===== config.mk =====
export PLATFORM = sky130hd
export DESIGN_NAME = xnpop_outq
export DESIGN_NICKNAME = d
export VERILOG_FILES = /design/src/rtl/xnpop_pkg.sv /design/src/rtl/xnpop_outq.sv
export SDC_FILE = /design/constraint.sdc
export NUM_CORES = 1
export LEC_CHECK = 0
export BUFFER_PORTS_ARGS = -buffer_cell sky130_fd_sc_hd__buf_2
export CORE_MARGIN = 2
export CORE_UTILIZATION = 51
export DETAILED_ROUTE_END_ITERATION = 8
export GPL_TIMING_DRIVEN = 0
export PLACE_DENSITY = 0.71
export RECOVER_POWER = 100
export SKIP_CTS_REPAIR_TIMING = 1
export SYNTH_ARGS = -nofsm -noshare
export SYNTH_HDL_FRONTEND = slang
export SYNTH_SLANG_ARGS = --single-unit

===== constraint.sdc =====
create_clock -name clk -period 1.82 [get_ports clk]
set_clock_uncertainty 0.05 [all_clocks]
set_input_delay 0.273 -clock clk [delete_from_list [all_inputs] [get_ports clk]]
set_output_delay 0.273 -clock clk [all_outputs]
set_load 0.05 [all_outputs]

===== src/rtl/xnpop_pkg.sv =====
// Shared widths, command codes and pipeline types of the XNOR-popcount matrix product.
package xnpop_pkg;

  // Beat field widths
  localparam int CMD_W      = 2;
  localparam int ROW_W      = 6;
  localparam int COL_W      = 6;
  localparam int WORD_IDX_W = 4;
  localparam int DATA_W     = 64;
  localparam int CFG_W      = 5;
  localparam int COUNT_W    = 11;

  // Command codes
  localparam logic [CMD_W-1:0] CMD_WRITE_A = 2'd0;
  localparam logic [CMD_W-1:0] CMD_WRITE_B = 2'd1;
  localparam logic [CMD_W-1:0] CMD_COMPUTE = 2'd2;

  // Default geometry
  localparam int DEF_ROWS      = 64;
  localparam int DEF_COLS      = 64;
  localparam int DEF_MAX_WORDS = 16;
  localparam int DEF_WORD_BITS = 64;

  localparam logic [CFG_W-1:0] WORDS_RESET = 5'd16;
  localparam int COUNT_MAX  = 2047;
  localparam int OUTQ_DEPTH = 4;

  // Control tag that rides along with each word pair
  typedef struct packed {
    logic             first;
    logic             last;
    logic             zero;
    logic [ROW_W-1:0] row;
    logic [COL_W-1:0] col;
  } xnpop_tag_t;

  typedef struct packed {
    logic       valid;
    xnpop_tag_t tag;
  } xnpop_issue_t;

  typedef struct packed {
    logic [ROW_W-1:0]   row;
    logic [COL_W-1:0]   col;
    logic [COUNT_W-1:0] count;
  } xnpop_result_t;

endpackage


===== src/rtl/xnpop_outq.sv =====
// Small result queue in front of the master side.
module xnpop_outq (
  input  logic                      clk,
  input  logic                      rst,
  input  logic                      push,
  input  xnpop_pkg::xnpop_result_t  push_data,
  input  logic                      pop,
  output logic                      valid,
  output xnpop_pkg::xnpop_result_t  data
);

  import xnpop_pkg::*;

  localparam int PTR_W = $clog2(OUTQ_DEPTH);

  xnpop_result_t    slots [OUTQ_DEPTH];
  logic [PTR_W-1:0] wr_ptr;
  logic [PTR_W-1:0] rd_ptr;
  logic [PTR_W:0]   fill;

  assign valid = (fill != '0);
  assign data  = slots[rd_ptr];

  // Pointers and fill level
  always_ff @(posedge clk) begin
    if (rst) begin
      wr_ptr <= '0;
      rd_ptr <= '0;
      fill   <= '0;
    end else begin
      if (push) begin
        wr_ptr <= wr_ptr + PTR_W'(1);
      end
      if (pop) begin
        rd_ptr <= rd_ptr + PTR_W'(1);
      end
      fill <= fill + (PTR_W+1)'(push) - (PTR_W+1)'(pop);
    end
  end

  always_ff @(posedge clk) begin
    if (push) begin
      slots[wr_ptr] <= push_data;
    end
  end

endmodule


==> qor.csv <==
metric,value,unit
avgViaCountPerCell,5.10,
post_drt_wl_per_cell,17.4,um
grt-ovfl-total,0,
io_buffers,50,
yosysSeqAreaShare,77.7,%
synthDominantCellAreaShare,72.9,%
die_x,90.2,um
drt_iter0_drc,86,
synth.distinct_cells,20,
fp.dieArea,8130,um^2
yosys_warnings,0,
syn-instance-count,161,
met2_usage,24.9,%
worstReg2RegStart,fill[0],
setup_viol,23,
min_period,2010,ps
r2r_setup_slack,90,ps
synth_area_leader_cell,edfxtp_1,
total_power,0.00502,W
dp_cells,310,
maxSlewHeadroom,57.7,%
crit_path_end_kind,output pin,
setup_slack,-193,ps
die_h,90.2,um
clkLatencyLatePin,350,ps
worstPathMaxFanout,7,
area_delta_synth_final,20.4,%
r2r_cells,7,
ir_drop,585,uV
drt_wl_total,5.77,mm
critical_path_class,reg -> out,
drive_gt1_share,34.9,%
fin_nets,261,
syn_nets,195,
cts_made_buffers,9,
fin_cells,331,
yosys_register_bits,101,
synth.avg_cell_area,23.5,um^2
grt_use_total,14.8,%
min_from,push_data[11],
cts_num_sinks,101,
drv_cap,0,
syn_area,3790,um^2
worstPathArrival,1690,ps
antenna_found_initial,0,
pwr_density_cell,1100,nW/um^2
status,finished with violations,
worstMarginPinSlew,635,ps
start_kind,flop,
grt_util_met3,4.61,%
fin_crit_sh,111,%
dr.pass1.iters,4,
r2r-end,fill[2],
drtAntennaViolNets,0,
antennaDiodeCount,0,
start_util,52.5,%
fmax,0.497,GHz
violations,negative setup slack,
hold-path-endpoint,slots[2][11],
place_area,4160,um^2
design.portCount,51,
grt-busiest-layer,met2,
drcViolationCount,0,
grt_max_degree,24,
place.gp.congestion,0.695,
fin_hold_ws,115,ps
finalMaxSlewViolations,0,
fin_area,4560,um^2
vias,1689,
cts-root-buf,clkbuf_8,
fin_util,63.2,%
cts_tree,built,
std_cell_rows,31,
first_global_vias,1758,
clk_pin_slew,90,ps
required,1500,ps
htree_levels,3,
core-area,7210,um^2
yosys-top-cells-area,"edfxtp_1, mux4_2, dfxtp_1",
power_leakage,1.54,nW
hp-class,in -> reg,
use_met1,17.5,%
rsz0062_at_grt,true,
hpwl,3.50,mm
cts.path.max_buffers,2,
grt_pass1_wl,8.87,mm
hold_viol_final,0,
hold_path_depth,1,
-- cells by family after synthesis --
kind of cell             Yosys count  synth area share (%)
flip-flops                       101                  77.7
buffers and inverters             11                  2.21
AO/OA/AOI/OAI                      2                 0.396
AND/OR/NAND/NOR                   13                  1.85
XOR/XNOR                           3                  1.09
adder cells (fa/ha/maj)            7                  2.51
multiplexers                      24                  14.2
-- critical path, cell delays in order (launching register included) --
cell and delay (ps):
dfxtp_2 350, buf_12 130, clkbuf_16 150, mux4_2 520, buf_6 170
-- flip-flops by register name (all words and copies together), names as in the netlist, named ones only --
register	count
slots	92
rd_ptr	2
wr_ptr	2
fill	3
-- report_power, final --
| group | internal (W) | switching, W | total, W |
|---|---|---|---|
| Sequential | 0.00266 | 0.0000415 | 0.00270 |
| Combinational | 0.000408 | 0.000553 | 0.000961 |
| Clock | 0.000642 | 0.000717 | 0.00136 |
-- layout make-up --
| class | instances | area (um^2) |
|---|---|---|
| clock buffers | 11 | 131 |
| multi-input cells | 49 | 757 |
| well taps | 99 | 124 |
| repair buffers | 55 | 449 |
| clock inverters | 5 | 60.1 |
| flip-flops and latches | 101 | 2940 |
| fillers | 522 | 2660 |
| plain buffers | 5 | 70.1 |
| inverters | 6 | 22.5 |
-- layout by cell type, fill, tap and decap left out, drive strengths merged --
master / n
nor2: 5
buf: 34
fa: 1
ha: 6
a21oi: 1
nand3b: 1
clkinv: 2
xnor2: 2
a21bo: 1
clkinvlp: 1
xor3: 1
or3: 1
mux4: 23
dfxtp: 9
bufinv: 1
mux2i: 1
nor2b: 2
inv: 7
and2: 4
edfxtp: 92
clkbuf: 37
-- synth_stat cells --
cell type   n
a21bo_2     1
nor2_1      5
nor2b_1     2
mux4_2     20
and2_1      4
dfxtp_1     9
fa_1        1
nand3b_1    1
a21oi_1     1
or3_1       1
xor3_1      1
ha_1        6
buf_2       2
edfxtp_1   92
buf_6       1
mux4_1      3
inv_1       6
xnor2_1     2
mux2i_1     1
buf_12      2
-- layer usage --
layer	up-vias	share of wire [%]
li1	785	-
met1	863	42
met2	31	51
met3	10	4.9
met4	0	1.8
met5	-	0
-- how the worst max path moves through the flow --
stage | from | end | slack [ps] | cells past startpoint
after floorplan | fill[0] | fill[2] | 120 | 7
after global placement | wr_ptr[0] | slots[3][4] | -130 | 2
after detailed placement | wr_ptr[0] | slots[0][4] | -150 | 3
after CTS | flop | data[15] | -290 | 4
after global routing | flop | data[12] | -250 | 4
final | flop | data[12] | -190 | 4
-- stage by stage --
stage / setup slack, ps / TNS (ps)
floorplan: 122 / 0
global placement: -131 / -10880
detailed placement: -155 / -11850
CTS: -294 / -18180
global route: -250 / -5020
finish: -193 / -3710
(Power assumes the default switching activity.)
