--- config.mk ---
export PLATFORM = sky130hd
export DESIGN_NAME = xnpop_seq
export DESIGN_NICKNAME = d
export VERILOG_FILES = /design/src/rtl/xnpop_pkg.sv /design/src/rtl/xnpop_seq.sv
export SDC_FILE = /design/constraint.sdc
export NUM_CORES = 1
export LEC_CHECK = 0
export BUFFER_PORTS_ARGS = -buffer_cell sky130_fd_sc_hd__buf_2
export CAP_MARGIN = 0
export CORE_AREA = 8 8 68 70
export CTS_CLUSTER_DIAMETER = 50
export DETAILED_ROUTE_END_ITERATION = 10
export DIE_AREA = 0 0 76 78
export GPL_TIMING_DRIVEN = 1
export PLACE_DENSITY = 0.76
export SLEW_MARGIN = 40
export SYNTH_ARGS = -nofsm -noshare
export SYNTH_HDL_FRONTEND = slang
export SYNTH_SLANG_ARGS = --single-unit
export TNS_END_PERCENT = 10
--- constraint.sdc ---
create_clock -name clk -period 2.65 [get_ports clk]
set_input_delay 0.265 -clock clk [delete_from_list [all_inputs] [get_ports clk]]
set_output_delay 0.265 -clock clk [all_outputs]
set_load 0.005 [all_outputs]
--- src/rtl/xnpop_pkg.sv ---
// Shared widths, command codes and pipeline types of the XNOR-popcount matrix product.
package xnpop_pkg;

  // Beat field widths
  localparam int CMD_W      = 2;
  localparam int ROW_W      = 6;
  localparam int COL_W      = 6;
  localparam int WORD_IDX_W = 4;
  localparam int DATA_W     = 64;
  localparam int CFG_W      = 5;
  localparam int COUNT_W    = 11;

  // Command codes
  localparam logic [CMD_W-1:0] CMD_WRITE_A = 2'd0;
  localparam logic [CMD_W-1:0] CMD_WRITE_B = 2'd1;
  localparam logic [CMD_W-1:0] CMD_COMPUTE = 2'd2;

  // Default geometry
  localparam int DEF_ROWS      = 64;
  localparam int DEF_COLS      = 64;
  localparam int DEF_MAX_WORDS = 16;
  localparam int DEF_WORD_BITS = 64;

  localparam logic [CFG_W-1:0] WORDS_RESET = 5'd16;
  localparam int COUNT_MAX  = 2047;
  localparam int OUTQ_DEPTH = 4;

  // Control tag that rides along with each word pair
  typedef struct packed {
    logic             first;
    logic             last;
    logic             zero;
    logic [ROW_W-1:0] row;
    logic [COL_W-1:0] col;
  } xnpop_tag_t;

  typedef struct packed {
    logic       valid;
    xnpop_tag_t tag;
  } xnpop_issue_t;

  typedef struct packed {
    logic [ROW_W-1:0]   row;
    logic [COL_W-1:0]   col;
    logic [COUNT_W-1:0] count;
  } xnpop_result_t;

endpackage

--- src/rtl/xnpop_seq.sv ---
// Sequencer: walks the word pairs of one compute item, one pair per cycle.
module xnpop_seq #(
  parameter int ROWS      = 64,
  parameter int COLS      = 64,
  parameter int MAX_WORDS = 16,
  parameter int A_AW      = 10,
  parameter int B_AW      = 10
) (
  input  logic                         clk,
  input  logic                         rst,
  input  logic                         start,
  input  logic [xnpop_pkg::ROW_W-1:0]  row,
  input  logic [xnpop_pkg::COL_W-1:0]  column,
  input  logic [xnpop_pkg::CFG_W-1:0]  words_in_use,
  output logic                         ready,
  output xnpop_pkg::xnpop_issue_t      issue,
  output logic [A_AW-1:0]              a_addr,
  output logic [B_AW-1:0]              b_addr
);

  import xnpop_pkg::*;

  localparam int CNT_W = $clog2(MAX_WORDS + 1);

  logic             busy;
  logic             zero_r;
  logic             first_r;
  logic [CNT_W-1:0] left;
  logic [ROW_W-1:0] row_r;
  logic [COL_W-1:0] col_r;
  logic             in_range;
  logic [CNT_W-1:0] used;
  logic             last;

  // Start-up decode
  assign in_range = (32'(row) < ROWS) && (32'(column) < COLS);
  assign used     = (32'(words_in_use) > MAX_WORDS) ? CNT_W'(MAX_WORDS)
                                                    : CNT_W'(words_in_use);

  // Issue slot
  assign last            = zero_r || (left == CNT_W'(1));
  assign issue.valid     = busy;
  assign issue.tag.first = first_r;
  assign issue.tag.last  = last;
  assign issue.tag.zero  = zero_r;
  assign issue.tag.row   = row_r;
  assign issue.tag.col   = col_r;
  assign ready           = !busy || last;

  always_ff @(posedge clk) begin
    if (rst) begin
      busy <= 1'b0;
    end else if (start) begin
      busy <= 1'b1;
    end else if (busy && last) begin
      busy <= 1'b0;
    end
  end

  // Word walk: A steps by one, B steps by a row of columns
  always_ff @(posedge clk) begin
    if (start) begin
      zero_r  <= !in_range || (used == '0);
      first_r <= 1'b1;
      left    <= used;
      row_r   <= row;
      col_r   <= column;
      a_addr  <= A_AW'(row * MAX_WORDS);
      b_addr  <= B_AW'(column);
    end else if (busy) begin
      first_r <= 1'b0;
      left    <= left - CNT_W'(1);
      a_addr  <= a_addr + A_AW'(1);
      b_addr  <= b_addr + B_AW'(COLS);
    end
  end

endmodule

==> out/summary.md, run 1 <==
Setup violations remaining at the end of the flow were counted as 0. The region available for standard cell placement spans 3550 µm². The average instance area after synthesis is 12.6 µm².

Routability congestion estimate from global placement: 0.790. The worst register-to-register path begins at busy$_SDFFE_PP0P_. The total nets after synthesis was 158; the number of clock sinks seen by CTS was 40. Following the worst setup path forward leads to its endpoint at ready.

The adder and majority gate portion of the synthesized area is 0.0297. The number of clock buffers added by TritonCTS is 5. The height of the die is 78 µm, and the max-capacitance violation count is 0.

The synthesized-area fraction occupied by xor and xnor cells was 0.0520; the post-detailed-routing wire length was 3600 µm. From left edge to right edge, the die measures 76 µm. The relative area change from synthesis to final layout is 21.8%.

The floorplan has 22 rows. The instance count of the mapped netlist was 134; the placed standard-cell area was 1970 µm². For the maximum number of pins on one net before global-route repair, the log shows 49.

The worst setup path is captured at a primary output. Count of flip-flops with a built-in enable after synthesis: 30. The sort of element at the start of the critical path was a register. Global routing finished with a remaining overflow of 0. Cell taking the most area after synthesis: sky130_fd_sc_hd__edfxtp_1.

For this run, the top clock speed supported by timing is 506 MHz. The number of max-slew violations in the final report is 0, and the clock-pin slew on the worst setup and hold paths is 0.10 ns. In this run the power density over the cells is 631 nW/µm².

Main flop type after synthesis: sky130_fd_sc_hd__edfxtp_1. Final worst-path cycle share: 0.746. Most repeated cell in the gate-level netlist after synthesis: sky130_fd_sc_hd__edfxtp_1.

The initial antenna violation count was 0; the post-layout net count was 212. The synthesized-area fraction occupied by ao, oa, aoi and oai cells was 0.0543; the actual transition at the worst max-transition pin was 0.513 ns. The required time at the endpoint of the critical path is 2.38 ns. The sequential fraction of the synthesis area is 0.654.

The min-delay analysis places its worst path in the category input pin to register. The headroom to the max-slew limit was 0.657; the mux cell area share after synthesis was 0.0119. The number of global-route vias before repair was 1199; the synthesized area was 1680 µm². In this run the deepest clock path goes through 2 buffers. The flow ran to the end, and the final reports show no timing, DRC or antenna violations. By area, the combinational part of the netlist is dominated by simple AND/OR/NAND/NOR gates. The logs give 0.0116 ns for the largest clock skew in the final design and 28 for the number of distinct standard cells referenced by the synthesized netlist. 0 antenna diodes ended up in the layout.

At the worst endpoint, the arrival time is 1.71 ns. In the final timing run, aggregate negative setup slack is 0 ns. By startpoint and endpoint, the worst setup path is classified as register to primary output.

The run gives 1227 as the number of vias in the routed layout. Once detailed placement completed, the half-perimeter wirelength came to 2680 µm. Static leakage: 0.851 nW. The path depth of the worst reg2reg path was 3; the share of synthesized registers carrying an async set or reset was 0. For the starting density of the core, the log shows 0.474. For the quantity of hold-fixing buffers added after cts, the log shows 0. Dividing the detail-routed wire length by the instance count gives 15.2 µm. The tools report the total count of hold-check failures in the final report as 0. The tools report the post-cts resize count as 0.

The clock reaches the later pin of the worst-skew pair after 0.34 ns. The top cell type's share of synthesized area works out to 0.535. The detail route stage leaves a number of antenna-violating nets equal to 0. The area fraction in and, or, nand and nor cells after synthesis is 0.156, and the post-synthesis register bit count is 40. For this run, the number of Yosys warnings is 0.

The worst ir drop on vdd came out at 0.276 mV. Clock tree synthesis selected as its root buffer the cell sky130_fd_sc_hd__clkbuf_4. The tools report the H-tree depth as 2. The share of layout cells above drive strength 1 was 0.339. The run gives 0 as the setup fix buffers added after clock tree synthesis.

Summing all non-filler instances in the final layout gives an area of 2050 µm². The setup check on the worst reg-to-reg path leaves a slack of 1.00 ns. Setup repair after global routing left no endpoint under its margin. Using the TritonRoute via totals, the vias-per-cell ratio works out to 5.18. The tools report the start point of the critical path as left[0]$_DFFE_PN_. The first global-routing pass estimated 5570 µm of wire. For this run, design rule violations remaining after detail routing come to 0. The global router's overall resource usage came out at 0.115. The first routing iteration left 44 violations. The tools report the startpoint of the lowest-slack hold path as rst. Sorting the synthesized cells by area gives the leading types as sky130_fd_sc_hd__edfxtp_1 (54%), sky130_fd_sc_hd__dfxtp_1 (12%), sky130_fd_sc_hd__ha_1 (3.0%), sky130_fd_sc_hd__nand2_1 (2.9%), sky130_fd_sc_hd__or4_1 (2.7%). The die covers 5930 µm². The worst register-to-register path ends at a_addr[9]$_DFFE_PN_.

The post-route worst hold slack is 0.0739 ns, and the number of port buffers is 56. For the finished layout, the period the worst path requires is 1.98 ns. TritonCTS built the clock tree. Largest fanout on the critical path: 4.

The first TritonRoute pass finished after 4 iterations. The commonest cells after synthesis are sky130_fd_sc_hd__edfxtp_1 (30), sky130_fd_sc_hd__nand2_1 (13), sky130_fd_sc_hd__dfxtp_1 (10), sky130_fd_sc_hd__nor2_1 (9), sky130_fd_sc_hd__nand3_1 (8). 57 I/O pins were placed.
-- worst max-delay path: stages (launching register included) --
cell	delay, ns
sky130_fd_sc_hd__edfxtp_1	0.45
sky130_fd_sc_hd__ha_1	0.23
sky130_fd_sc_hd__nor4b_1	0.15
sky130_fd_sc_hd__or3b_1	0.40
sky130_fd_sc_hd__buf_2	0.15
-- layout make-up --
cell class	instances	area [µm²]
inverters	5	18.8
fillers	307	1500
well taps	48	60.1
multi-input cells	80	512
clock inverters	3	37.5
repair buffers	56	283
clock buffers	5	37.5
flip-flops and latches	40	1100
-- stage by stage --
step	cells	power, mW	worst slack [ns]	util
after CTS	237	1.31	0.661	0.576
after floorplan	134	0.855	1.24	-
after global routing	237	1.35	0.593	0.577
after global placement	229	0.923	0.910	0.555
final	237	1.29	0.674	0.577
after detailed placement	229	0.932	0.848	0.555
-- worst min path at each step --
| stage | depth (start not counted) | to |
|---|---|---|
| 2_1_floorplan | 1 | busy$_SDFFE_PP0P_ |
| 3_3_place_gp | 2 | busy$_SDFFE_PP0P_ |
| 3_5_place_dp | 2 | busy$_SDFFE_PP0P_ |
| 4_1_cts | 2 | busy$_SDFFE_PP0P_ |
| 5_1_grt | 2 | busy$_SDFFE_PP0P_ |
| 6_report | 2 | busy$_SDFFE_PP0P_ |
-- layout by cell type, fill, tap and decap left out --
master                      netlist  layout
sky130_fd_sc_hd__inv_1            5       5
sky130_fd_sc_hd__xor2_1           5       5
sky130_fd_sc_hd__nor3b_1          1       1
sky130_fd_sc_hd__bufinv_16        0       1
sky130_fd_sc_hd__a32oi_1          1       1
sky130_fd_sc_hd__nand2_1         13      13
sky130_fd_sc_hd__buf_2            2      55
sky130_fd_sc_hd__nor2_1           9       9
sky130_fd_sc_hd__buf_4            4       1
sky130_fd_sc_hd__a21oi_1          1       1
sky130_fd_sc_hd__xnor2_1          5       5
sky130_fd_sc_hd__nand4_1          5       5
sky130_fd_sc_hd__edfxtp_1        30      30
sky130_fd_sc_hd__nor3_1           1       1
sky130_fd_sc_hd__nand2b_1         1       1
sky130_fd_sc_hd__o22ai_1          4       4
sky130_fd_sc_hd__mux2i_1          2       2
sky130_fd_sc_hd__nor2b_1          1       1
sky130_fd_sc_hd__clkbuf_4         0       5
sky130_fd_sc_hd__or2_2            2       2
sky130_fd_sc_hd__ha_1             4       4
sky130_fd_sc_hd__clkinv_1         0       2
sky130_fd_sc_hd__o211ai_1         5       5
sky130_fd_sc_hd__o21ai_0          3       3
sky130_fd_sc_hd__nor4b_1          1       1
sky130_fd_sc_hd__nand3_1          8       8
sky130_fd_sc_hd__dfxtp_1         10      10
sky130_fd_sc_hd__or4_1            6       6
sky130_fd_sc_hd__or3b_1           2       2
-- sequential cells by signal (all words and copies together) (netlist names) --
signal,count
zero_r,1
col_r,6
b_addr,10
left,5
busy,1
first_r,1
a_addr,10
row_r,6
-- routing by layer --
layer / global-route usage / wire length, µm / vias to the layer above / part of all wire
li1: - / - / 596 / -
met1: 0.137 / 1560 / 571 / 0.43
met2: 0.179 / 1690 / 56 / 0.47
met3: 0.0495 / 305 / 4 / 0.085
met4: 0.0471 / 36 / 0 / 0.010
met5: 0 / 0 / - / 0
-- cell families (layout without fill, tap and decap cells) --
group	after synthesis	count (layout)
and+or+nand+nor	50	50
buffers and inverters	14	69
DFF	40	40
AOI/OAI and AO/OA	14	14
xor gates and xnor gates	10	10
adders and majority gates	4	4
muxes	2	2
-- report_power, final --
group / internal, mW / leakage (nW) / switching (mW)
Combinational: 0.0722 / 0.429 / 0.0722
Clock: 0.193 / 0.0403 / 0.185
Sequential: 0.732 / 0.382 / 0.0393
Power figures use the tool's default switching activity.
==> run 2: changes to the inputs <==
Settings changed: ABC_AREA set to 1, CORE_AREA 8 8 68 70 to 8 8 69 71, DIE_AREA 0 0 76 78 to 0 0 77 79, PLACE_DENSITY 0.76 to 0.75.
Clock period 2.65 ns to 1.9 ns, I/O delays scaled along.
==> out/summary.md, run 2 <==
The worst setup path is launched from a register. The run gives 0.668 (+0.0108) as the headroom to the max-slew limit. The floorplan die area was 6080 µm² (+2.6%); the post-detailed-routing wire length was 3620 µm (+0.58%). The run gives 0 (unchanged) as the synthesis warning total.

The total nets after synthesis is 189 (+20%), and the worst hold path stage count is 2 (unchanged). The area growth from synthesis to layout is 24.2%. The count of flip-flops with a built-in enable after synthesis is 30 (unchanged). Routed length per instance: 13.3 µm (-13%).

The largest fanout on the critical path works out to 3 (-1). The count of placed standard cells including taps came out at 265 (+16%). The run gives 0.761 (-3.7%) as the routability congestion estimate from global placement.

Setup repair after global routing left no endpoint under its margin. The worst hold path terminates at busy$_SDFFE_PP0P_. The tools report the required time at the endpoint of the critical path as 1.71 ns (-0.67 ns). The area of the core is 3800 µm² (+7.0%).

For the total negative slack, the log shows 0 ns (unchanged). Leaving out fill and tap cells, the most frequent cell in the layout is sky130_fd_sc_hd__buf_2. The post-layout net count is 246 (+16%). The mean number of vias per cell works out to 4.87 (-5.9%). The actual transition at the worst max-transition pin is 0.496 ns (-0.0167 ns), and the number of vias in the routed layout is 1330 (+8.4%). The tools report the largest clock skew in the final design as 0.00700 ns (-0.00456 ns).

The share of synthesized registers carrying an async set or reset was 0 (unchanged). The final worst-path cycle share was 0.770; the number of clock buffers inserted by TritonCTS was 5 (unchanged). The instance count of the mapped netlist was 165 (+23%). The logs give 0 (unchanged) for the DRC violation count after routing and 40 (unchanged) for the number of clock sinks seen by CTS. The height of the die came out at 79 µm (+1.3%). The max-capacitance violation count is 0 (unchanged). The run finished with clean final reports.

For the layout filler cell count, the log shows 349 (+14%). The share of layout cells above drive strength 1 works out to 0.341 (+0.00218). The starting density of the core was 0.454 (-0.0200).

The library cells used most frequently in the layout, excluding fill and tap cells, are sky130_fd_sc_hd__buf_2 (56), sky130_fd_sc_hd__nand2_1 (46), sky130_fd_sc_hd__edfxtp_1 (30). The die width was 77 µm (+1.3%). Number of inserted diodes: 0 (unchanged). The tools report the number of global-route vias before repair as 1380 (+15%). The tools report the sort of element at the end of the critical path as a primary output. The number of port buffers is 56 (unchanged), and the maximum number of pins on one net before global-route repair is 31 (-37%). Ranked by instance count, the synthesized netlist is headed by sky130_fd_sc_hd__nand2_1 (46), sky130_fd_sc_hd__edfxtp_1 (30), sky130_fd_sc_hd__inv_1 (14), sky130_fd_sc_hd__nor2_1 (11), sky130_fd_sc_hd__dfxtp_1 (10). The endpoint identified for the worst register-to-register timing path is a_addr[6]$_DFFE_PN_. In this run the critical register-to-register path is launched from a_addr[0]$_SDFFE_PP0P_. The logs give 0.0470 ns (-0.0269 ns) for the post-route worst hold slack and 0 (unchanged) for the count of nets left with antenna violations after detail routing. Setup fix buffers added after clock tree synthesis: 0 (unchanged). Sorting the synthesized cells by area gives the leading types as sky130_fd_sc_hd__edfxtp_1 (52%), sky130_fd_sc_hd__dfxtp_1 (12%), sky130_fd_sc_hd__nand2_1 (10%), sky130_fd_sc_hd__inv_1 (3.0%), sky130_fd_sc_hd__ha_1 (2.9%). The logs give 5 (+1) for the number of search-and-repair iterations in the first detailed-routing pass and 0 (unchanged) for the total overflow reported by the global router. Average instance area after synthesis: 10.4 µm² (-17%). The setup slack of the most critical reg-to-reg path was 0.55 ns (-0.45 ns). The root buffer cell chosen for the clock tree is sky130_fd_sc_hd__clkbuf_8. The clock-pin slew on the worst setup and hold paths is 0.08 ns (-0.02 ns), and the first-pass GRT wire length is 5950 µm (+6.9%). The initial antenna violation count is 0 (unchanged), and the final critical-path required period is 1.46 ns. The top cell type's share of synthesized area is 0.522 (-0.0128). The power per unit of standard cell area works out to 924 nW/µm² (+46%).

The tools report the worst ir drop on vdd as 0.641 mV (+130%). The most repeated cell in the gate-level netlist after synthesis was sky130_fd_sc_hd__nand2_1. The number of buffers between clock root and the deepest sink came out at 2 (unchanged). The path depth of the worst reg2reg path came out at 6 (+3). The most used flip-flop cell after synthesis is sky130_fd_sc_hd__edfxtp_1. TritonCTS built the clock tree.

The startpoint of the lowest-slack hold path was rst. The tools report the data arrival at the endpoint of the critical path as 1.27 ns (-0.44 ns). The post-cts resize count was 0 (unchanged); the post-route standard cell area excluding fillers was 2140 µm² (+4.5%). The placed standard-cell area is 2030 µm² (+2.8%), and the I/O pin count is 57 (unchanged).

The total count of hold-check failures in the final report was 0 (unchanged); the number of max-slew violations in the final report was 0 (unchanged). The static leakage was 0.958 nW (+13%). The run gives 0.122 (+0.00670) as the global router's overall resource usage.

For this run, the top clock speed supported by timing is 683 MHz. The overall power of the completed layout came out at 1.98 mW (+53%). The sequential fraction of the synthesis area was 0.639 (-0.0157). The synthesized area was 1720 µm² (+2.5%).

For the count of routing violations after the opening detailed-route iteration, the log shows 57 (+30%). Of all cell types, the one taking the most synthesized area is sky130_fd_sc_hd__edfxtp_1. Quantity of hold-fixing buffers added after cts: 0 (unchanged). The run gives 273 (+15%) as the final non-filler cell total.

Category of the critical setup timing path: register to primary output. Insertion delay of the later-clocked pin in the worst-skew pair: 0.29 ns (-0.05 ns). The worst hold path belongs to the class input pin to register. The post-detailed-placement half-perimeter wirelength is 2740 µm (+2.3%). The tools report the H-tree depth as 2 (unchanged). The number of distinct standard cells referenced by the synthesized netlist is 26 (-7.1%).

The row count was 23 (+4.5%); the count of endpoints failing setup in the final report was 0 (unchanged). The largest registers in the layout are a_addr: 10 flops, b_addr: 10 flops. Post-synthesis register bit count: 40 (unchanged).
[run 2: final cells by class]
cell class                 count  area (µm²)  share of cell area
clock buffer                   5        68.8              0.0321
timing repair buffer          58         295               0.138
inverter                      18        70.1              0.0327
sequential                    40        1100               0.514
tap                           50        62.6              0.0292
clock inverter                 3        46.3              0.0216
multi-input combinational     99         498               0.232
[run 2: worst max path at each step]
stage	slack [ns]	to	startpoint
detailed placement	0.55	a_addr[6]$_DFFE_PN_	a_addr[0]$_SDFFE_PP0P_
CTS	0.43	ready	left[2]$_DFFE_PN_
finish	0.44	ready	left[2]$_DFFE_PN_
global route	0.35	ready	left[1]$_DFFE_PN_
floorplan	0.65	a_addr[8]$_DFFE_PN_	a_addr[0]$_SDFFE_PP0P_
global placement	0.62	a_addr[8]$_DFFE_PN_	a_addr[0]$_SDFFE_PP0P_
[run 2: through the flow]
step | setup WS [ns] | util
final | 0.437 | 0.564
after global routing | 0.348 | 0.564
after CTS | 0.429 | 0.564
after detailed placement | 0.552 | 0.534
after global placement | 0.616 | 0.534
after floorplan | 0.648 | -
[run 2: critical path, stage by stage (launching register included)]
cell                       delay, ns
sky130_fd_sc_hd__edfxtp_1       0.43
sky130_fd_sc_hd__nor2_1         0.20
sky130_fd_sc_hd__nand3_1        0.12
sky130_fd_sc_hd__nand3_1        0.11
sky130_fd_sc_hd__buf_2          0.12
[run 2: logic make-up after synthesis]
family,after synthesis,share of synthesized area
DFF,40,0.639
adders and majority gates,4,0.0290
xor gates and xnor gates,2,0.0102
and+or+nand+nor,76,0.196
AOI/OAI and AO/OA,17,0.0537
buffers and inverters,26,0.0726
[run 2: per-layer routing]
metal,wire (µm),vias up,global-route usage
met3,251,12,0.0474
met2,1930,40,0.239
li1,-,660,-
met5,0,-,0
met4,98,0,0.0585
met1,1340,618,0.106
[run 2: where the power goes]
part           switching, mW  leakage, nW  internal (mW)  total [mW]
clock network          0.310       0.0548          0.395       0.706
registers             0.0393        0.382           1.02        1.06
logic                  0.122        0.522         0.0949       0.217
