`src/rtl/xnpop_pkg.sv`:
```
// Shared widths, command codes and pipeline types of the XNOR-popcount matrix product.
package xnpop_pkg;

  // Beat field widths
  localparam int CMD_W      = 2;
  localparam int ROW_W      = 6;
  localparam int COL_W      = 6;
  localparam int WORD_IDX_W = 4;
  localparam int DATA_W     = 64;
  localparam int CFG_W      = 5;
  localparam int COUNT_W    = 11;

  // Command codes
  localparam logic [CMD_W-1:0] CMD_WRITE_A = 2'd0;
  localparam logic [CMD_W-1:0] CMD_WRITE_B = 2'd1;
  localparam logic [CMD_W-1:0] CMD_COMPUTE = 2'd2;

  // Default geometry
  localparam int DEF_ROWS      = 64;
  localparam int DEF_COLS      = 64;
  localparam int DEF_MAX_WORDS = 16;
  localparam int DEF_WORD_BITS = 64;

  localparam logic [CFG_W-1:0] WORDS_RESET = 5'd16;
  localparam int COUNT_MAX  = 2047;
  localparam int OUTQ_DEPTH = 4;

  // Control tag that rides along with each word pair
  typedef struct packed {
    logic             first;
    logic             last;
    logic             zero;
    logic [ROW_W-1:0] row;
    logic [COL_W-1:0] col;
  } xnpop_tag_t;

  typedef struct packed {
    logic       valid;
    xnpop_tag_t tag;
  } xnpop_issue_t;

  typedef struct packed {
    logic [ROW_W-1:0]   row;
    logic [COL_W-1:0]   col;
    logic [COUNT_W-1:0] count;
  } xnpop_result_t;

endpackage

```
`src/rtl/xnpop_count.sv`:
```
// XNOR-popcount pipeline and per-item accumulator.
module xnpop_count #(
  parameter int MAX_WORDS = 16,
  parameter int WORD_BITS = 64
) (
  input  logic                      clk,
  input  logic                      rst,
  input  xnpop_pkg::xnpop_issue_t   issue,
  input  logic [WORD_BITS-1:0]      a_word,
  input  logic [WORD_BITS-1:0]      b_word,
  output logic                      push,
  output xnpop_pkg::xnpop_result_t  result
);

  import xnpop_pkg::*;

  localparam int CHUNK  = 16;
  localparam int NCHUNK = (WORD_BITS + CHUNK - 1) / CHUNK;
  localparam int PAD_W  = NCHUNK * CHUNK;
  localparam int PART_W = $clog2(CHUNK + 1);
  localparam int WC_W   = $clog2(WORD_BITS + 1);
  localparam int ACC_W  = $clog2(MAX_WORDS * WORD_BITS + 1);

  function automatic logic [PART_W-1:0] popcount16(input logic [CHUNK-1:0] x);
    logic [PART_W-1:0] total;
    total = '0;
    for (int n = 0; n < CHUNK / 4; n++) begin
      total = total + PART_W'(x[4*n]) + PART_W'(x[4*n+1])
                    + PART_W'(x[4*n+2]) + PART_W'(x[4*n+3]);
    end
    return total;
  endfunction

  logic                 v1, v2, v3;
  xnpop_tag_t           tag1, tag2, tag3;
  logic [WORD_BITS-1:0] xnor_w;
  logic [PAD_W-1:0]     agree;
  logic [PART_W-1:0]    part2 [NCHUNK];
  logic [WC_W-1:0]      wc_sum;
  logic [WC_W-1:0]      wc3;
  logic [ACC_W-1:0]     acc;
  logic [ACC_W-1:0]     acc_sum;

  // Valid bits
  always_ff @(posedge clk) begin
    if (rst) begin
      v1 <= 1'b0;
      v2 <= 1'b0;
      v3 <= 1'b0;
    end else begin
      v1 <= issue.valid;
      v2 <= v1;
      v3 <= v2;
    end
  end

  // Stage 1: tag lines up with the store read
  always_ff @(posedge clk) begin
    tag1 <= issue.tag;
  end

  // Stage 2: bitwise agreement, counted per 16-bit chunk; pad bits stay zero
  assign xnor_w = ~(a_word ^ b_word);
  assign agree  = PAD_W'(xnor_w);

  always_ff @(posedge clk) begin
    tag2 <= tag1;
    for (int i = 0; i < NCHUNK; i++) begin
      part2[i] <= tag1.zero ? '0 : popcount16(agree[i*CHUNK +: CHUNK]);
    end
  end

  // Stage 3: word count
  always_comb begin
    wc_sum = '0;
    for (int i = 0; i < NCHUNK; i++) begin
      wc_sum = wc_sum + WC_W'(part2[i]);
    end
  end

  always_ff @(posedge clk) begin
    tag3 <= tag2;
    wc3  <= wc_sum;
  end

  // Stage 4: accumulate over the item, hand out on its last word
  assign acc_sum = (tag3.first ? '0 : acc) + ACC_W'(wc3);

  always_ff @(posedge clk) begin
    if (v3) begin
      acc <= acc_sum;
    end
  end

  assign push         = v3 && tag3.last;
  assign result.row   = tag3.row;
  assign result.col   = tag3.col;
  assign result.count = (32'(acc_sum) > COUNT_MAX) ? COUNT_W'(COUNT_MAX)
                                                   : COUNT_W'(acc_sum);

endmodule

```
`config.mk`:
```
export PLATFORM = sky130hd
export DESIGN_NAME = xnpop_count
export DESIGN_NICKNAME = d
export VERILOG_FILES = /design/src/rtl/xnpop_pkg.sv /design/src/rtl/xnpop_count.sv
export SDC_FILE = /design/constraint.sdc
export NUM_CORES = 1
export LEC_CHECK = 0
export BUFFER_PORTS_ARGS = -buffer_cell sky130_fd_sc_hd__buf_2
export CAP_MARGIN = 10
export CORE_ASPECT_RATIO = 1.1
export CORE_UTILIZATION = 37
export CTS_CLUSTER_DIAMETER = 30
export DETAILED_ROUTE_END_ITERATION = 7
export PLACE_DENSITY_LB_ADDON = 0.25
export SLEW_MARGIN = 25
export SYNTH_ARGS = -nofsm -noshare
export SYNTH_HDL_FRONTEND = slang
export SYNTH_SLANG_ARGS = --single-unit
```
`constraint.sdc`:
```
create_clock -name clk -period 4.95 [get_ports clk]
set_input_delay 0.495 -clock clk [delete_from_list [all_inputs] [get_ports clk]]
set_output_delay 0.495 -clock clk [all_outputs]
set_load 0.02 [all_outputs]
```
==> flow_summary.ini, run 1 <==
[run_status]
status = complete, no violations

[pwr]
pwr-share-comb_pct = 54.7
p_sw_share_pct = 37.42
p_leak_nw = 2.918
ir_drop_mv = 0.3027
power_frac_seq_pct = 26.0
switchingPower_mw = 1.263
clkPwrFrac_pct = 19.3
p_int_mw = 2.113
powerDensity_nw_per_um2 = 566.3

[floorplanning]
fp.dieArea_um2 = 13210
die_y_um = 120.4
fp-row-count = 42
core_um2 = 12240
io_pins = 170
die_w_um = 109.7
start_util_pct = 38.53

[timing]
max_freq_mhz = 277.0
hold_viol = 0
worst_pin_slew_ps = 656.6
whs_ps = 260.1
skew_ps = 2.657
fin_setup_tns_ps = 0
finalSetupViolCount = 0
rsz0062_at_grt = no
slew_violations = 0
fin_crit_sh_pct = 72.92
layout_min_cycle_time_ps = 3609
slew_headroom_pct = 56.16

[clock_network]
cts_sinks = 84
clkLatencyLatePin_ps = 330
root_buffer = clkbuf_16
numCtsBuffers = 9
cts_max_path_buffers = 2
ctsHtreeMaxLevel = 3
cts_tree = built
hold_buffers = 0
cts_resized = 0
postCtsSetupBuffers = 0
clk_pin_slew_ps = 60

[setup_path]
cp_data_arrival_time_ps = 3860
end_kind = flop
r2r_slack_ps = 2510
cp-start-kind = input port
timing.rr.end = wc3[5]
crit_path_max_fanout = 2
r2r_cells = 9
critPathKind = in -> reg
crit_required_ps = 5200
rr_startpoint = part2[1][1]

[place]
routabilityCongestion = 0.8406
dpl.cell_count = 707
place_hpwl_mm = 6.408
port_buffers = 169

[cells_and_area]
n_antenna_cell = 0
fillers = 1140
area_growth_pct = 26.33
drive_above_1_share_pct = 32.69
stdcell_count = 723
fin_nets = 794
final_core_utilization_pct = 48.68

[yosys]
syn_avg_cell_area_um2 = 11.83
synth-seq-cells = 84
synth_fa_ha_area_share_pct = 30.39
synth-edff-count = 11
synth_xor_area_share_pct = 15.41
synth_warnings = 0
netlist_instances = 399
synth_top_family_by_area = adder cells
synth-simple-area-share_pct = 5.622
yosys.cell_types.count = 28
synth_compound_area_share_pct = 4.322
synth-seq-area-share_pct = 37.97
syn-num-nets = 629
ys.flop_type = dfxtp_1
synth_area_um2 = 4718
synth_mux_area_share_pct = 0
synth-async-reset-ratio_pct = 0

[route]
drt-initial-drc-count = 66
highest_layer = met4
wl_per_cell_um = 10.15
drt_pass1_iterations = 4
dr_wl_met3_um = 339
drc_errors = 0
via_per_inst = 4.212
ant_nets = 0
wl_met2_mm = 3.950
routed_wirelength_mm = 7.342
dr_total_vias = 3045
wl_met1_mm = 2.898

[worst_hold_path]
whs_path_depth = 1
hold_start = issue[12]
hold_path_class = in -> reg
hold-path-endpoint = tag1[12]

[global_routing]
grt_pass1_vias = 3131
antenna_found_initial = 0
overflow = 0
grt_pass1_wl_mm = 12.79
grt_use_total_pct = 12.45
grt_max_degree = 21

[flow_run]
max_cap_violations = 0
-- per-stage QoR --
step	worst slack, ps	total power, mW	cell area (um2)
floorplan	1218	2.384	4718
global placement	997.2	2.754	5655
detailed placement	984.6	2.790	5655
CTS	1330	3.461	5961
global route	1194	3.792	5961
finish	1341	3.376	5961
-- cell families (layout without fill, tap and decap cells) --
logic type | Yosys count | count (layout)
flops | 84 | 84
buf+inv | 67 | 237
fa+ha+maj | 84 | 84
simple gates | 48 | 48
compound gates | 33 | 33
xor+xnor | 83 | 83
-- cell usage after synthesis, drive strengths merged (7+ instances only) --
library cell	instances	area (um2)
xor2	32	280.3
xnor2	51	446.7
buf	12	90.09
fa	51	1021
dfxtp	73	1461
a21oi	14	70.07
edfxtp	11	330.3
nor2b	19	126.4
a21o	7	52.55
ha	33	412.9
inv	52	195.2
nor2	16	60.06
-- power by group through the flow --
stage | Clock, mW | Combinational (mW) | Sequential, mW
2_1_floorplan | 0 | 1.51 | 0.878
3_3_place_gp | 0 | 1.86 | 0.893
3_5_place_dp | 0 | 1.90 | 0.895
4_1_cts | 0.674 | 1.91 | 0.880
5_1_grt | 0.699 | 2.20 | 0.888
6_report | 0.652 | 1.85 | 0.877
-- registers in the layout, summed over array words and instances (netlist names) --
name	count
acc	11
part2	20
result	12
tag1	15
tag2	14
tag3	2
v1	1
v2	1
v3	1
wc3	7
-- metal layers --
metal  global-route usage [%]  up-vias
met3                    2.534       13
met1                    13.80     1387
met5                        0        -
li1                         -     1558
met4                    5.417        0
met2                    22.64       87
-- worst max-delay path by stage --
stage	start	end	depth (start not counted)
CTS	a_word[48]	part2[3][4]	14
detailed placement	b_word[16]	part2[1][4]	12
floorplan	a_word[48]	part2[3][4]	13
global route	a_word[48]	part2[3][4]	14
finish	b_word[48]	part2[3][4]	14
global placement	b_word[0]	part2[0][2]	12
-- layout by cell type, fill, tap and decap left out, drive strengths merged --
cell type,count
inv,54
o211ai,3
and2,1
buf,169
nor2b,19
ha,33
xor2,32
clkbuf,11
o21a,2
o21ai,4
a21o,7
and3,1
xnor2,51
nand2b,2
fa,51
nand4,1
edfxtp,11
nand2,3
o31a,1
nor3b,4
a211oi,1
clkinvlp,2
nor2,16
clkinv,1
o21bai,1
dfxtp,73
or3,1
a21oi,14
-- final cells by class --
| class | count | area (um2) | share of cell area, % |
|---|---|---|---|
| inverter | 52 | 195.2 | 3.275 |
| tap | 154 | 192.7 | 3.233 |
| clock buffer | 11 | 264.0 | 4.429 |
| sequential | 84 | 1792 | 30.06 |
| timing repair buffer | 169 | 845.8 | 14.19 |
| clock inverter | 5 | 41.29 | 0.6927 |
| multi-input combinational | 248 | 2630 | 44.12 |
-- worst max-delay path, stage by stage --
cell	delay, ps
buf_2	100
xnor2_1	140
fa_1	530
inv_1	50
fa_1	500
fa_1	540
inv_1	50
fa_1	530
ha_1	160
inv_1	50
fa_1	400
inv_1	70
a21oi_1	60
nor3b_1	170
Note: power is estimated with default switching activity, not from simulation.
==> inputs of run 2 (changes only) <==
==> constraint.sdc (replaced) <==
create_clock -name clk -period 2.9 [get_ports clk]
set_input_delay 0.29 -clock clk [delete_from_list [all_inputs] [get_ports clk]]
set_output_delay 0.29 -clock clk [all_outputs]
set_load 0.02 [all_outputs]
==> run 2 against run 1 <==
The run now ends with setup timing left. Count of clock-buffer cells in the layout fell by 1. Cell count rose by 1.7%. Combinational power rose by 120%. Die area did not move. Register-to-register slack got worse by 2000 ps. Clock skew rose by 3.4 ps. Core utilization rose by 3.7 points. Critical endpoint unchanged.
==> flow_summary.ini, run 2 (same netlist as run 1, synthesis figures left out) <==
[cells_and_area]
max_flop_register = part2
drive_above_1_share_pct = 44.23
largest_reg_flops = 20
area_growth_pct = 35.99
multi_input_area_um2 = 2927
seqCellArea_um2 = 1792
final_cell_area_um2 = 6416
fillers = 1070
stdcell_count = 735
n_antenna_cell = 0
fin_nets = 806
top_regs = part2 x20, tag1 x15, tag2 x14
final_common_cell = buf_2
mostFrequentLayoutCells = buf_2, dfxtp_1, xnor2_1

[setup_path]
path_delay_family = adder cells
timing.rr.end = wc3[5]
crit_path_cell_trace = buf_8, xnor2_4, fa_1, fa_1, inv_2, fa_2, inv_2, fa_2, ha_4, inv_2, fa_2, inv_1, a21oi_1, nor3b_1
critPathSlowestCell = fa_2
critPathKind = in -> reg
end_kind = flop
cp-start-kind = input port
crit_buf_inv = 5
cp_slowest_stage_delay_ps = 560
rr_startpoint = part2[1][1]
crit_path_max_fanout = 2
r2r_cells = 9
cp_data_arrival_time_ps = 3550
crit_required_ps = 3140
startpoint = b_word[63]
crit_cells = 14
r2r_slack_ps = 470

[place]
port_buffers = 169
routabilityCongestion = 0.8517
dpl.cell_count = 718
place_hpwl_mm = 6.819
place_area_um2 = 5912

[clock_network]
numCtsBuffers = 9
cts_tree = built
root_buffer = clkbuf_16
clkLatencyLatePin_ps = 330
clk_pin_slew_ps = 70
cts_sinks = 84
cts_max_path_buffers = 2
hold_buffers = 0
ctsHtreeMaxLevel = 3

[route]
wl_per_cell_um = 10.98
drt_pass1_iterations = 3
drt-initial-drc-count = 68
via_per_inst = 4.307
drc_errors = 0
ant_nets = 0
dr_total_vias = 3166
routed_wirelength_mm = 8.071

[worst_hold_path]
hold-path-endpoint = tag1[11]
whs_path_depth = 1
hold_start = issue[11]
hold_path_class = in -> reg

[global_routing]
grt_pass1_vias = 3463
grt_use_total_pct = 13.60
overflow = 0
antenna_found_initial = 0
grt_pass1_wl_mm = 14.23
grt_max_degree = 21

[timing]
skew_ps = 6.054
worst_pin_slew_ps = 682.3
layout_min_cycle_time_ps = 3302
max_freq_mhz = 302.8
slew_violations = 0
finalSetupViolCount = 17
fin_setup_tns_ps = -4834
fin_ws_ps = -402.3
hold_viol = 0
rsz0062_at_grt = yes
fin_crit_sh_pct = 113.9
slew_headroom_pct = 54.45

[floorplanning]
fp.dieArea_um2 = 13210
core_um2 = 12240
die_y_um = 120.4
fp-row-count = 42
io_pins = 170
die_w_um = 109.7
start_util_pct = 38.53

[pwr]
powerDensity_nw_per_um2 = 1045
ir_drop_mv = 0.4334
p_leak_nw = 3.050
power_mw = 6.704

[flow_run]
max_cap_violations = 0

[run_status]
status = complete, but fails checks
violations = setup timing
[run 2: changes by cell type in the layout (fill, tap and decap cells not counted), moves of 8 or more]
cell / previous run / this run
buf_6: 0 / 9
fa_1: 51 / 38
fa_2: 0 / 13
xnor2_1: 51 / 41
buf_4: 0 / 12
xnor2_2: 0 / 8
buf_2: 169 / 158
inv_1: 52 / 36
inv_2: 0 / 16
[run 2: area by class of cell]
cell class                 count  area share [%]
clock inverter                 6           1.073
multi-input combinational    248           45.61
clock buffer                  10           3.569
sequential                    84           27.93
tap                          154           3.003
inverter                      52           3.042
timing repair buffer         181           15.78
[run 2: worst max path at each step]
stage | endpoint | slack (ps)
2_1_floorplan | part2[0][1] | -540
3_3_place_gp | part2[0][1] | -740
3_5_place_dp | part2[3][2] | -770
4_1_cts | part2[3][4] | -390
5_1_grt | part2[3][4] | -530
6_report | part2[3][4] | -400
[run 2: layer usage]
metal,vias to the layer above,track usage [%],wire length (um)
li1,1580,-,-
met1,1484,15.22,3103
met2,90,25.83,4495
met3,12,2.049,339
met4,0,4.333,133
met5,-,0,0
[run 2: where the power goes]
group          switching [mW]  leakage (nW)  internal (mW)
clock network           0.450         0.149          0.677
logic                    1.97          2.19           2.11
registers              0.0843         0.712           1.41
[run 2: what timing repair did]
item / in CTS / in global routing
setup buffers: 0 / 1
resized for setup: 28 / 12
pin swaps: 16 / 13
hold endpoints to repair: 0 / 0
endpoints found under the setup margin: 17 / 20
[run 2: through the flow]
stage               setup WS (ps)  utilization [%]  hold WS [ps]
floorplan                  -542.9                -         309.6
global placement           -739.1            48.28         310.2
detailed placement         -768.2            48.28         312.1
CTS                        -388.4            51.99         49.31
global route               -530.1            52.40         44.57
finish                     -402.3            52.40         57.53
==> inputs of run 3 (changes only) <==
--- a/config.mk
+++ b/config.mk
@@ -7,11 +7,11 @@
 export LEC_CHECK = 0
 export BUFFER_PORTS_ARGS = -buffer_cell sky130_fd_sc_hd__buf_2
 export CAP_MARGIN = 10
-export CORE_ASPECT_RATIO = 1.1
 export CORE_UTILIZATION = 37
 export CTS_CLUSTER_DIAMETER = 30
 export DETAILED_ROUTE_END_ITERATION = 7
 export PLACE_DENSITY_LB_ADDON = 0.25
+export SETUP_SLACK_MARGIN = 0.02
 export SLEW_MARGIN = 25
 export SYNTH_ARGS = -nofsm -noshare
 export SYNTH_HDL_FRONTEND = slang
==> run 3 against run 2 <==
The flow still finishes with violations (setup timing). Global-route usage shrank 0.64 points. Clock skew is essentially flat. Critical path depth shrank 2. Sequential share of layout area shrank 0.43 points. Combinational power grew 3%. Core utilization grew 0.96 points. Via count shrank 0.69%. Flip-flop and latch count is the same. Routed wire length shrank 0.40%. Non-clock buffer count is the same. Count of clock-buffer cells in the layout grew 1. Critical path type unchanged. Critical endpoint is now part2[0][1]. Largest cell class unchanged. Largest power group unchanged.
==> flow_summary.ini, run 3 (same netlist as run 1, synthesis figures left out) <==
[cells_and_area]
top_regs = part2 x20, tag1 x15, tag2 x14
fin_nets = 806
largest_reg_flops = 20
fillers = 1072
mostFrequentLayoutCells = buf_2, dfxtp_1, xnor2_1, fa_1, inv_1
final_common_cell = buf_2
drive_above_1_share_pct = 45.27
final_cell_area_um2 = 6516
area_growth_pct = 38.11
max_flop_register = part2
n_antenna_cell = 0

[floorplanning]
die_w_um = 114.9
start_util_pct = 38.64
fp.dieArea_um2 = 13210
die_y_um = 114.9
fp-row-count = 40
core_um2 = 12210
io_pins = 170

[clock_network]
ctsHtreeMaxLevel = 3
hold_buffers = 0
clkLatencyLatePin_ps = 320
numCtsBuffers = 9
root_buffer = clkbuf_16
cts_tree = built
cts_sinks = 84
cts_max_path_buffers = 2
clk_pin_slew_ps = 60

[timing]
fin_crit_sh_pct = 112.9
fin_ws_ps = -375.4
worst_pin_slew_ps = 678.8
skew_ps = 5.865
layout_min_cycle_time_ps = 3275
hold_viol = 0
slew_headroom_pct = 54.69
slew_violations = 0
rsz0062_at_grt = yes
max_freq_mhz = 305.3
finalSetupViolCount = 17

[global_routing]
antenna_found_initial = 0
grt_use_total_pct = 12.95
grt_max_degree = 21
grt_pass1_wl_mm = 13.54
overflow = 0
grt_pass1_vias = 3313

[setup_path]
crit_path_cell_trace = buf_6, xor2_2, fa_1, inv_1, fa_1, inv_2, fa_2, inv_2, fa_2, ha_4, fa_2, nor2b_1
critPathKind = in -> reg
path_delay_family = adder cells
cp_common_cell = fa_2
cp-start-kind = input port
crit_required_ps = 3090
cp_slowest_stage_delay_ps = 560
critPathSlowestCell = fa_2
cp_data_arrival_time_ps = 3470
crit_cells = 12
crit_buf_inv = 4
end_kind = flop
crit_path_max_fanout = 2
r2r_cells = 9

[worst_hold_path]
hold_path_class = in -> reg
whs_path_depth = 1

[route]
wl_per_cell_um = 10.73
via_per_inst = 4.198
routed_wirelength_mm = 8.039
dr_total_vias = 3144
drc_errors = 0
drt-initial-drc-count = 72
drt_pass1_iterations = 4
ant_nets = 0

[place]
port_buffers = 169
routabilityCongestion = 0.7972
place_hpwl_mm = 6.777
place_area_um2 = 5929
dp_slack_ps = -760.3

[pwr]
powerDensity_nw_per_um2 = 1057
power_mw = 6.890
ir_drop_mv = 0.4635
p_leak_nw = 3.077

[run_status]
violations = setup timing
status = complete, but fails checks

[flow_run]
max_cap_violations = 0
[run 3: through the flow]
step	utilization (%)	std cells	hold WS, ps	setup TNS (ps)
after global placement	48.56	732	310.1	-11510
after CTS	52.46	748	48.76	-4685
final	53.36	749	59.05	-4676
after floorplan	-	399	309.6	-7277
after detailed placement	48.56	732	312.1	-12050
after global routing	53.36	749	44.00	-6005
[run 3: report_power, final]
part	internal (mW)	switching (mW)
clock	0.750	0.450
combinational	2.15	2.04
sequential	1.41	0.0825
[run 3: final cells by class]
class | count | area (um2) | share of cell area [%]
Multi-Input combinational cell | 248 | 2963 | 45.47
Sequential cell | 84 | 1792 | 27.50
Timing Repair Buffer | 181 | 1028 | 15.78
Clock buffer | 11 | 264.0 | 4.051
Tap cell | 168 | 210.2 | 3.226
Inverter | 52 | 195.2 | 2.995
Clock inverter | 5 | 63.81 | 0.9793
[run 3: routing by layer]
metal	vias to the layer above	GRT usage, %	part of all wire, %
met1	1470	14.17	39
met3	6	2.583	4.8
met5	-	0	0
li1	1580	-	-
met4	0	4.156	0.87
met2	88	24.90	55
[run 3: repair_timing]
item	CTS	global route
endpoints found under the setup margin	17	21
resized for setup	26	20
buffers inserted	0	1
pin swaps	18	20
[run 3: worst paths after layout]
| check | startpoint | end | slack (ps) |
|---|---|---|---|
| max | a_word[11] | part2[0][1] | -380 |
| min reg2reg | tag1[2] | tag2[2] | 320 |
| max reg2reg | part2[1][1] | wc3[5] | 450 |
| min | issue[10] | tag1[10] | 60 |
